==> src/sv/tlc_pkg.sv <==
// Types, op codes and reset constants for the traverse layer controller.
// No dependencies; used by the interfaces, tlc_step and the top level.
package tlc_pkg;

  typedef logic [2:0] op_t;

  localparam op_t OP_TICK       = 3'd0;
  localparam op_t OP_RUN        = 3'd1;
  localparam op_t OP_STOP       = 3'd2;
  localparam op_t OP_FORWARD    = 3'd3;
  localparam op_t OP_BACKWARD   = 3'd4;
  localparam op_t OP_TOGGLE     = 3'd5;
  localparam op_t OP_SEEK_BEGIN = 3'd6;
  localparam op_t OP_SEEK_END   = 3'd7;

  localparam int unsigned STEP_W  = 17;
  localparam int unsigned TOTAL_W = 32;
  localparam int unsigned MAX_W   = 16;
  localparam int unsigned EVENT_W = 2;

  localparam logic [MAX_W-1:0] MAX_STEP_RESET = 16'd100;
  localparam logic [STEP_W-1:0] STEP_LIMIT    = 17'h10000;

  typedef struct packed {
    op_t  op;
    logic encoder_level;
    logic at_begin;
    logic at_end;
    logic stop_lamp;
  } item_t;

  typedef struct packed {
    logic               drive_enabled;
    logic               direction_back;
    logic               stepping;
    logic [STEP_W-1:0]  step_count;
    logic               prev_encoder;
    logic [TOTAL_W-1:0] edge_total;
  } state_t;

  typedef struct packed {
    logic               drive_on;
    logic               moving_backward;
    logic               step_mode;
    logic [STEP_W-1:0]  step_pulses;
    logic [TOTAL_W-1:0] total_pulses;
    logic [EVENT_W-1:0] control_events;
  } result_t;

  localparam state_t STATE_RESET = '{
    drive_enabled:  1'b0,
    direction_back: 1'b0,
    stepping:       1'b1,
    step_count:     '0,
    prev_encoder:   1'b0,
    edge_total:     '0
  };

endpackage

==> src/sv/tlc_if.sv <==
// Handshake channels of the traverse layer controller: items, results, config.
// Depends on tlc_pkg.
interface tlc_item_if;
  import tlc_pkg::*;
  logic valid;
  logic ready;
  op_t  op;
  logic encoder_level;
  logic at_begin;
  logic at_end;
  logic stop_lamp;

  modport source (output valid, op, encoder_level, at_begin, at_end, stop_lamp,
                  input ready);
  modport sink (input valid, op, encoder_level, at_begin, at_end, stop_lamp,
                output ready);
endinterface

interface tlc_result_if;
  import tlc_pkg::*;
  logic               valid;
  logic               ready;
  logic               drive_on;
  logic               moving_backward;
  logic               step_mode;
  logic [STEP_W-1:0]  step_pulses;
  logic [TOTAL_W-1:0] total_pulses;
  logic [EVENT_W-1:0] control_events;

  modport source (output valid, drive_on, moving_backward, step_mode, step_pulses,
                  total_pulses, control_events, input ready);
  modport sink (input valid, drive_on, moving_backward, step_mode, step_pulses,
                total_pulses, control_events, output ready);
endinterface

interface tlc_cfg_if;
  import tlc_pkg::*;
  logic             valid;
  logic             ready;
  logic [MAX_W-1:0] data;

  modport source (output valid, data, input ready);
  modport sink (input valid, data, output ready);
endinterface

==> src/sv/tlc_step.sv <==
// Next-state and result logic for one item of the traverse controller.
// Purely combinational; depends on tlc_pkg.
module tlc_step (
  input  tlc_pkg::item_t                item,
  input  tlc_pkg::state_t               state,
  input  logic [tlc_pkg::MAX_W-1:0]     max_step_pulses,
  output tlc_pkg::state_t               state_next,
  output tlc_pkg::result_t              result
);
  import tlc_pkg::*;

  state_t             nx;
  logic [EVENT_W-1:0] events;
  logic               fall;

  always_comb begin
    nx     = state;
    events = '0;
    fall   = 1'b0;
    unique case (item.op)
      OP_RUN: begin
        if (!item.stop_lamp) begin
          nx.step_count    = '0;
          nx.drive_enabled = 1'b1;
        end
      end
      OP_STOP: begin
        nx.drive_enabled = 1'b0;
        nx.step_count    = '0;
      end
      OP_FORWARD:  nx.direction_back = 1'b0;
      OP_BACKWARD: nx.direction_back = 1'b1;
      OP_TOGGLE:   nx.direction_back = !state.direction_back;
      OP_SEEK_BEGIN: begin
        if (!item.stop_lamp && !item.at_begin) begin
          nx.stepping       = 1'b0;
          nx.direction_back = 1'b1;
          nx.step_count     = '0;
          nx.drive_enabled  = 1'b1;
        end
      end
      OP_SEEK_END: begin
        if (!item.stop_lamp && !item.at_end) begin
          nx.stepping       = 1'b0;
          nx.direction_back = 1'b0;
          nx.step_count     = '0;
          nx.drive_enabled  = 1'b1;
        end
      end
      OP_TICK: begin
        fall = !item.encoder_level && state.prev_encoder;
        if (fall) nx.edge_total = state.edge_total + TOTAL_W'(1);
        if (state.drive_enabled) begin
          if (item.at_begin && nx.direction_back) begin
            nx.drive_enabled  = 1'b0;
            nx.step_count     = '0;
            nx.direction_back = 1'b0;
            nx.stepping       = 1'b1;
            events            = events + EVENT_W'(1);
          end
          // direction here is the one left by the begin check
          if (item.at_end && !nx.direction_back) begin
            nx.drive_enabled  = 1'b0;
            nx.step_count     = '0;
            nx.direction_back = 1'b1;
            nx.stepping       = 1'b1;
            events            = events + EVENT_W'(1);
          end
          // pulse limit is checked even right after a limit-switch stop
          if (fall && nx.stepping) begin
            nx.step_count = nx.step_count + STEP_W'(1);
            if (nx.step_count > {1'b0, max_step_pulses}) begin
              nx.drive_enabled = 1'b0;
              nx.step_count    = '0;
              events           = events + EVENT_W'(1);
            end
          end
        end
        nx.prev_encoder = item.encoder_level;
      end
      default: nx = state;
    endcase
  end

  assign state_next             = nx;
  assign result.drive_on        = nx.drive_enabled;
  assign result.moving_backward = nx.direction_back;
  assign result.step_mode       = nx.stepping;
  assign result.step_pulses     = nx.step_count;
  assign result.total_pulses    = nx.edge_total;
  assign result.control_events  = events;

endmodule

==> src/sv/traverse_layer_controller.sv <==
// Channel    | Dir | Payload
// items      | in  | op, encoder_level, at_begin, at_end, stop_lamp
// results    | out | drive_on, moving_backward, step_mode, step_pulses,
//            |     | total_pulses, control_events
// cfg        | in  | data = max_step_pulses
//
// One item per cycle while results are taken: an item is registered in the input
// register, and the step logic updates the controller state as it moves into the
// result register, where results.valid flags it until it is taken.
// Synchronous reset clears state, sets stepping; max_step_pulses returns to 100.
// A stalled result holds the result register; the input register still takes
// an item, then items waits until the result moves on. cfg is always ready.
// Depends on tlc_pkg, tlc_if and tlc_step.
module traverse_layer_controller (
  input  logic          clk,
  input  logic          rst,
  tlc_item_if.sink      items,
  tlc_result_if.source  results,
  tlc_cfg_if.sink       cfg
);
  import tlc_pkg::*;

  item_t            in_item;
  logic             in_valid;
  result_t          res;
  logic             res_valid;
  state_t           state;
  state_t           state_next;
  result_t          step_result;
  logic [MAX_W-1:0] max_step_pulses;
  logic             advance;

  assign advance     = in_valid && (!res_valid || results.ready);
  assign items.ready = !in_valid || advance;
  assign cfg.ready   = 1'b1;

  always_ff @(posedge clk) begin
    if (rst) begin
      in_valid <= 1'b0;
    end else if (items.ready) begin
      in_valid <= items.valid;
    end
    if (items.ready && items.valid) begin
      in_item.op            <= items.op;
      in_item.encoder_level <= items.encoder_level;
      in_item.at_begin      <= items.at_begin;
      in_item.at_end        <= items.at_end;
      in_item.stop_lamp     <= items.stop_lamp;
    end
  end

  tlc_step u_step (
    .item            (in_item),
    .state           (state),
    .max_step_pulses (max_step_pulses),
    .state_next      (state_next),
    .result          (step_result)
  );

  always_ff @(posedge clk) begin
    if (rst) begin
      state           <= STATE_RESET;
      max_step_pulses <= MAX_STEP_RESET;
    end else begin
      if (advance) state <= state_next;
      if (cfg.valid) max_step_pulses <= cfg.data;
    end
  end

  always_ff @(posedge clk) begin
    if (rst) begin
      res_valid <= 1'b0;
    end else if (advance) begin
      res_valid <= 1'b1;
    end else if (results.ready) begin
      res_valid <= 1'b0;
    end
    if (advance) res <= step_result;
  end

  assign results.valid           = res_valid;
  assign results.drive_on        = res.drive_on;
  assign results.moving_backward = res.moving_backward;
  assign results.step_mode       = res.step_mode;
  assign results.step_pulses     = res.step_pulses;
  assign results.total_pulses    = res.total_pulses;
  assign results.control_events  = res.control_events;

  a_reset_state: assert property (@(posedge clk)
    rst |=> (!state.drive_enabled && state.stepping && state.step_count == '0))
    else $error("state not cleared by reset");

  a_step_bound: assert property (@(posedge clk) disable iff (rst)
    state.step_count <= STEP_LIMIT)
    else $error("step count above bound");

  a_state_hold: assert property (@(posedge clk) disable iff (rst)
    !advance |=> $stable(state))
    else $error("state changed without an item");

  a_result_loaded: assert property (@(posedge clk) disable iff (rst)
    advance |=> results.valid)
    else $error("item lost between input and result register");

endmodule
==> src/flat_wrapper.sv <==
// flat-port wrapper written by rule: the top's interface ports become plain ports
module traverse_layer_controller_flat import tlc_pkg::*;
  (clk, rst, items_valid, items_op, items_encoder_level, items_at_begin, items_at_end, items_stop_lamp, items_ready, results_valid, results_drive_on, results_moving_backward, results_step_mode, results_step_pulses, results_total_pulses, results_control_events, results_ready, cfg_valid, cfg_data, cfg_ready);
  tlc_item_if items_i ();
  tlc_result_if results_i ();
  tlc_cfg_if cfg_i ();
  input  logic clk;
  input  logic rst;
  input wire logic [$bits(items_i.valid)-1:0] items_valid;
  input wire logic [$bits(items_i.op)-1:0] items_op;
  input wire logic [$bits(items_i.encoder_level)-1:0] items_encoder_level;
  input wire logic [$bits(items_i.at_begin)-1:0] items_at_begin;
  input wire logic [$bits(items_i.at_end)-1:0] items_at_end;
  input wire logic [$bits(items_i.stop_lamp)-1:0] items_stop_lamp;
  output wire logic [$bits(items_i.ready)-1:0] items_ready;
  output wire logic [$bits(results_i.valid)-1:0] results_valid;
  output wire logic [$bits(results_i.drive_on)-1:0] results_drive_on;
  output wire logic [$bits(results_i.moving_backward)-1:0] results_moving_backward;
  output wire logic [$bits(results_i.step_mode)-1:0] results_step_mode;
  output wire logic [$bits(results_i.step_pulses)-1:0] results_step_pulses;
  output wire logic [$bits(results_i.total_pulses)-1:0] results_total_pulses;
  output wire logic [$bits(results_i.control_events)-1:0] results_control_events;
  input wire logic [$bits(results_i.ready)-1:0] results_ready;
  input wire logic [$bits(cfg_i.valid)-1:0] cfg_valid;
  input wire logic [$bits(cfg_i.data)-1:0] cfg_data;
  output wire logic [$bits(cfg_i.ready)-1:0] cfg_ready;
  assign items_i.valid = items_valid;
  assign items_i.op = items_op;
  assign items_i.encoder_level = items_encoder_level;
  assign items_i.at_begin = items_at_begin;
  assign items_i.at_end = items_at_end;
  assign items_i.stop_lamp = items_stop_lamp;
  assign items_ready = items_i.ready;
  assign results_valid = results_i.valid;
  assign results_drive_on = results_i.drive_on;
  assign results_moving_backward = results_i.moving_backward;
  assign results_step_mode = results_i.step_mode;
  assign results_step_pulses = results_i.step_pulses;
  assign results_total_pulses = results_i.total_pulses;
  assign results_control_events = results_i.control_events;
  assign results_i.ready = results_ready;
  assign cfg_i.valid = cfg_valid;
  assign cfg_i.data = cfg_data;
  assign cfg_ready = cfg_i.ready;
  traverse_layer_controller u_core (.clk(clk), .rst(rst), .items(items_i), .results(results_i), .cfg(cfg_i));
endmodule
==> config.mk <==
export PLATFORM = sky130hd
export DESIGN_NAME = traverse_layer_controller_flat
export DESIGN_NICKNAME = d
export VERILOG_FILES = /design/src/sv/tlc_pkg.sv /design/src/sv/tlc_if.sv /design/src/sv/tlc_step.sv /design/src/sv/traverse_layer_controller.sv /design/src/flat_wrapper.sv
export SDC_FILE = /design/constraint.sdc
export NUM_CORES = 1
export LEC_CHECK = 0
export ABC_CLOCK_PERIOD_IN_PS = 5100
export BUFFER_PORTS_ARGS = -buffer_cell sky130_fd_sc_hd__buf_4
export CAP_MARGIN = 30
export CORE_ASPECT_RATIO = 0.7
export CORE_MARGIN = 3
export CORE_UTILIZATION = 61
export CTS_BUF_LIST = sky130_fd_sc_hd__clkbuf_8
export CTS_CLUSTER_DIAMETER = 120
export DETAILED_ROUTE_END_ITERATION = 16
export PLACE_DENSITY = 0.86
export SYNTH_ARGS = -nofsm -noshare
export SYNTH_HDL_FRONTEND = slang
export SYNTH_SLANG_ARGS = --single-unit
==> constraint.sdc <==
create_clock -name clk -period 5.1 [get_ports clk]
set_clock_uncertainty 0.2 [all_clocks]
set_input_delay 0.765 -clock clk [delete_from_list [all_inputs] [get_ports clk]]
set_output_delay 0.765 -clock clk [all_outputs]
set_load 0.02 [all_outputs]
# Word-level counts from Yosys, hierarchy flattened
# Cells that the tools add are included.
[word_totals]
register_bits = 132
latch_bits = 0
ramBits = 0
rom_bits = 0
inputBits = 28
output_inout_bits = 57
word_cells = 85
n_memories = 0
[classes]
add_sub_neg = 4
n_mul = 0
div_mod_pow = 0
magnitude_cmp = 1
eq_ne = 7
shift = 0
n_mux = 31
n_bitwise = 0
reduce_logical = 22
[ops]
columns = ["cell", "n"]
rows = [
  ["$mux 20", 9],
  ["$pmux 17 s5", 1],
  ["$mux 32", 2],
  ["$mux 17", 3],
  ["$add 32x1->32 const B", 1],
  ["$add 17x1->17 const B", 1],
  ["$gt 17x16->1", 1],
  ["$mux 2", 7],
  ["$eq 3x3->1 const B", 4],
  ["$logic_and 1x1->1", 8],
  ["$logic_not 1->1", 8],
  ["$eq 3x2->1 const B", 2],
  ["$mux 1", 6],
  ["$pmux 1 s6", 1],
  ["$pmux 1 s5", 1],
  ["$add 2x1->2 const B", 2],
  ["$reduce_and 2->1", 2],
  ["$eq 3x1->1 const B", 1],
  ["$logic_not 3->1", 1],
  ["$pmux 1 s3", 1],
  ["$logic_or 1x1->1", 2],
  ["$reduce_bool 2->1", 1],
]

# Logic depth before layout (Yosys ltp)
[logic_depth]
ltp_word = 15
ltp_mapped = 19
depth_no_buf = 16

# By module
# From an unflattened synthesis, not the netlist that was laid out.
[unflattened]
hier_cells = 722
hier_area_um2 = 7324.5
[modules_own_cells]
columns = ["module", "n_inst", "cells_per_inst", "area_each_um2"]
rows = [
  ["traverse_layer_controller", 1, 354, 4919.7],
  ["tlc_step", 1, 368, 2404.8],
]

# Worst setup path after synthesis
# OpenSTA, ideal clock, no wires.
[synth_path]
kind = "register -> register"
from = "register u_core.in_item[2] (netlist name)"
to = "register u_core.res (netlist bit u_core.results.step_pulses[3]) (data pin)"
setup_ns = 0.180
arrival_time_ns = 3.754
path_slack_ns = 0.966
path_stages_with_launch = 18
n_path_buf = 3
path_cell_list = "edfxtp_1 > clkbuf_1 > mux2i_1 > buf_2 > and2_1 > ha_1 > nand3_1 > nor4_1 > xnor2_1 > nor2_1 > ha_1 > nand4_1 > nor4_1 > inv_1 > a311oi_2 > buf_4 > a31oi_1 > a221oi_1"
[synth_rtl]
columns = ["element", "line", "rtl"]
rows = [
  ["start: declaration", "traverse_layer_controller.sv:23", "item_t in_item;"],
  ["end signal: assignment", "traverse_layer_controller.sv:78", "if (advance) res <= step_result;"],
  ["end: declaration", "traverse_layer_controller.sv:25", "result_t res;"],
]

==> impl_metrics.py <==
metrics = {
    "run_status": {
        "status": "completed",
    },
    "hold_path": {
        "hold_depth": 1,
        "min_path_type": "input pin to flip-flop",
    },
    "worst_setup_path": {
        "path_max_fanout": 33,
        "r2r_end": "u_core.results.step_pulses[4]$_DFFE_PP_",
        "required_ps": 5140,
        "worst_path_max_delay_cell": "edfxtp_1",
        "critPathCapture": "u_core.results.step_pulses[4]$_DFFE_PP_",
        "worstPathCellList": "mux2i_1 -> buf_4 -> and2_1 -> ha_1 -> nand3_1 -> nor2_1 -> and3_1 -> xor2_1 -> nand2_1 -> inv_1 -> ha_1 -> nand4_1 -> nor4_2 -> inv_1 -> a311oi_2 -> buf_6 -> a31oi_1 -> a221oi_1",
        "crit_start": "u_core.in_item[2]$_DFFE_PP_",
        "r2r_start": "u_core.in_item[2]$_DFFE_PP_",
        "startpoint_type": "flip-flop",
        "crit_buf_inv": 4,
        "cp-end-kind": "flip-flop",
        "slowest_delay_ps": 500,
        "worstPathArrival_ps": 4830,
        "ff2ff_path_depth": 18,
        "crit_family": "simple AND/OR/NAND/NOR gates",
        "crit_type": "flip-flop to flip-flop",
        "cp.depth": 18,
        "r2r_setup_slack_ps": 310,
    },
    "sta": {
        "finalCriticalPeriod_ps": 4790,
        "layout_worst_path_cycle_share": 0.939,
        "finalSetupTns_ps": 0,
        "slew_headroom": 0.484,
        "rsz0062_at_grt": "no",
        "max_freq_mhz": 209,
        "drv_slew": 0,
        "setup_viol_count_final": 0,
        "finalHoldViolCount": 0,
        "worstMarginPinSlew_ps": 773,
    },
    "placement": {
        "gp_congestion": 0.933,
        "placed_cell_area_mm2": 0.00771,
        "port_buffers": 83,
        "dpl.hpwl_um": 11900,
    },
    "clocking": {
        "clkSinkCount": 132,
        "clock_latency_ps": 450,
        "clock_path_buffers": 2,
        "holdBufCountCts": 0,
        "clockRootBuffer": "clkbuf_8",
        "cts_tree": "built",
        "clkTransAtPathRegs_ps": 80,
        "cts_buffers": 17,
        "cts_max_level": 4,
    },
    "grt": {
        "grt_pass1_wl_um": 28200,
        "grt_pass1_vias": 5700,
        "grt_start_max_net_pins": 68,
        "grt_usage": 0.275,
        "antenna_found_initial": 0,
        "overflow": 0,
    },
    "run": {
        "maxCapViolCount": 0,
    },
    "cells_and_area": {
        "final_area_mm2": 0.00819,
        "num-nets-final": 862,
        "syn_to_final_growth_pct": 16.3,
        "drive_above_1_share": 0.179,
        "insertedDiodeCount": 0,
    },
    "floorplan": {
        "initial_core_util": 0.632,
        "dieArea_mm2": 0.0129,
        "num_rows": 32,
        "ios": 85,
        "die_x_um": 134,
        "chipHeight_um": 95.9,
        "core-area_mm2": 0.0111,
    },
    "routing": {
        "wl_per_cell_um": 17.9,
        "highest_layer": "met4",
        "dr.first_iter.drc_count": 754,
        "wirelength_um": 17600,
        "dr_wl_met3_um": 1740,
        "antenna_left": 0,
        "vias": 6070,
        "wl_met2_um": 7860,
        "wl_met1_um": 7690,
        "drc_errors": 0,
        "first_pass_iters": 6,
        "viasPerCell": 6.19,
    },
    "power_and_ir_drop": {
        "p_leak_uw": 0.00313,
        "peakVddDrop_mv": 0.243,
        "powerDensity_mw_per_mm2": 293,
    },
    "logic_synthesis": {
        "ys_ff_latch": 132,
        "synthFlopType": "dfxtp_1",
        "synth_warnings": 0,
        "syn_inst": 752,
        "async_reset_ff_frac": 0,
        "syn_area_per_cell_um2": 9.36,
        "synthesis.nets": 799,
        "synthDistinctLibCells": 63,
        "synth_edf_count": 61,
        "synth_area_mm2": 0.00704,
        "yosysSeqAreaShare": 0.462,
    },
}
area by class of cell:
type                    instances  area [um^2]
repair buffers                 92          694
flip-flops and latches        132         3250
clock inverters                15          226
inverters                      32          120
fillers                       808         2950
clock buffers                  17          234
well taps                     153          191
multi-input cells             540         3470
cell usage after synthesis (4+ instances only):
| master | n | area (um^2) |
|---|---|---|
| buf_2 | 7 | 35.0 |
| o211ai_1 | 7 | 52.6 |
| inv_1 | 31 | 116 |
| dfxtp_1 | 71 | 1420 |
| a21oi_1 | 34 | 170 |
| edfxtp_1 | 61 | 1830 |
| nor4_1 | 8 | 50.1 |
| nor3_1 | 12 | 60.1 |
| and2_1 | 13 | 81.3 |
| clkbuf_1 | 29 | 109 |
| and4_1 | 8 | 70.1 |
| or2_2 | 5 | 31.3 |
| xnor2_1 | 36 | 315 |
| o21ai_0 | 29 | 145 |
| mux2i_1 | 17 | 170 |
| or3_1 | 6 | 37.5 |
| and3_1 | 13 | 81.3 |
| buf_1 | 8 | 30.0 |
| a31oi_1 | 6 | 37.5 |
| nor2_1 | 91 | 342 |
| o21a_1 | 6 | 45.0 |
| mux2_2 | 5 | 56.3 |
| nand4_1 | 31 | 194 |
| o221ai_1 | 7 | 61.3 |
| nand2_1 | 68 | 255 |
| ha_1 | 19 | 238 |
| nand2b_1 | 4 | 25.0 |
| xor2_1 | 38 | 333 |
| nand3_1 | 31 | 155 |
stage by stage:
| stage | utilization | hold slack, ps | total power, uW | cells | setup WS [ps] |
|---|---|---|---|---|---|
| 2_1_floorplan | - | 252 | 1310 | 752 | 966 |
| 3_3_place_gp | 0.693 | 266 | 1380 | 949 | 622 |
| 3_5_place_dp | 0.693 | 282 | 1390 | 949 | 399 |
| 4_1_cts | 0.734 | 283 | 2400 | 981 | 328 |
| 5_1_grt | 0.735 | 273 | 2470 | 981 | 9.48 |
| 6_report | 0.735 | 294 | 2400 | 981 | 310 |
flip-flops by register name, indices dropped and copies added (netlist names):
register	cells
u_core.in_item	7
u_core.in_valid	1
u_core.max_step_pulses	16
u_core.results.control_events	2
u_core.results.drive_on	1
u_core.results.moving_backward	1
u_core.results.step_mode	1
u_core.results.step_pulses	17
u_core.results.total_pulses	32
u_core.results.valid	1
u_core.state	53
cells by family after synthesis:
logic type	after synthesis	synth area share
AND/OR/NAND/NOR	308	0.225
flip-flops	132	0.462
AO/OA/AOI/OAI	116	0.108
buffers and inverters	80	0.0462
XOR/XNOR	74	0.0921
multiplexers	22	0.0322
adder cells (fa/ha/maj)	19	0.0338
other	1	0.000533
metal layers:
layer / vias to the layer above / global-route usage
li1: 2806 / -
met1: 2891 / 0.381
met2: 325 / 0.417
met3: 48 / 0.0825
met4: 0 / 0.0898
met5: - / 0
timing repair:
item,CTS,global route
setup endpoints to repair,0,13
buffers inserted,0,0
resized for setup,0,2
worst min-delay path by stage:
stage                                                start                                      to  slack, ps
floorplan                    u_core.state[32]$_SDFFE_PP0P_           u_core.state[32]$_SDFFE_PP0P_        250
global placement             u_core.state[32]$_SDFFE_PP0P_           u_core.state[32]$_SDFFE_PP0P_        270
detailed placement  u_core.max_step_pulses[5]$_SDFFE_PP1P_  u_core.max_step_pulses[5]$_SDFFE_PP1P_        280
CTS                                            items_op[0]             u_core.in_item[4]$_DFFE_PP_        280
global route                                   items_op[2]             u_core.in_item[6]$_DFFE_PP_        270
finish                                         items_op[2]             u_core.in_item[6]$_DFFE_PP_        290
report_power, final:
group          total (uW)  internal, uW  switching (uW)
logic                 206          75.3             130
registers            1170          1140            25.8
clock network        1030           586             443
total                2400          1800             599
cells in the final DEF, fill, tap and decap left out, types with 6 or more instances in the layout:
cell type  instances
nor4_1             7
inv_1             31
ha_1              19
o221ai_1           7
nor3_1            12
and2_1            13
and4_1             8
edfxtp_1          61
and3_1            13
a21oi_1           34
o211ai_1           7
buf_4             91
dfxtp_1           71
nand3_1           31
o21ai_0           28
nand4_1           31
nor2_1            91
a31oi_1            6
nand2_1           68
or3_1              6
xnor2_1           36
mux2i_1           17
clkbuf_8          17
xor2_1            38
o21a_1             6
No activity file was read; power rests on OpenSTA's default activity.
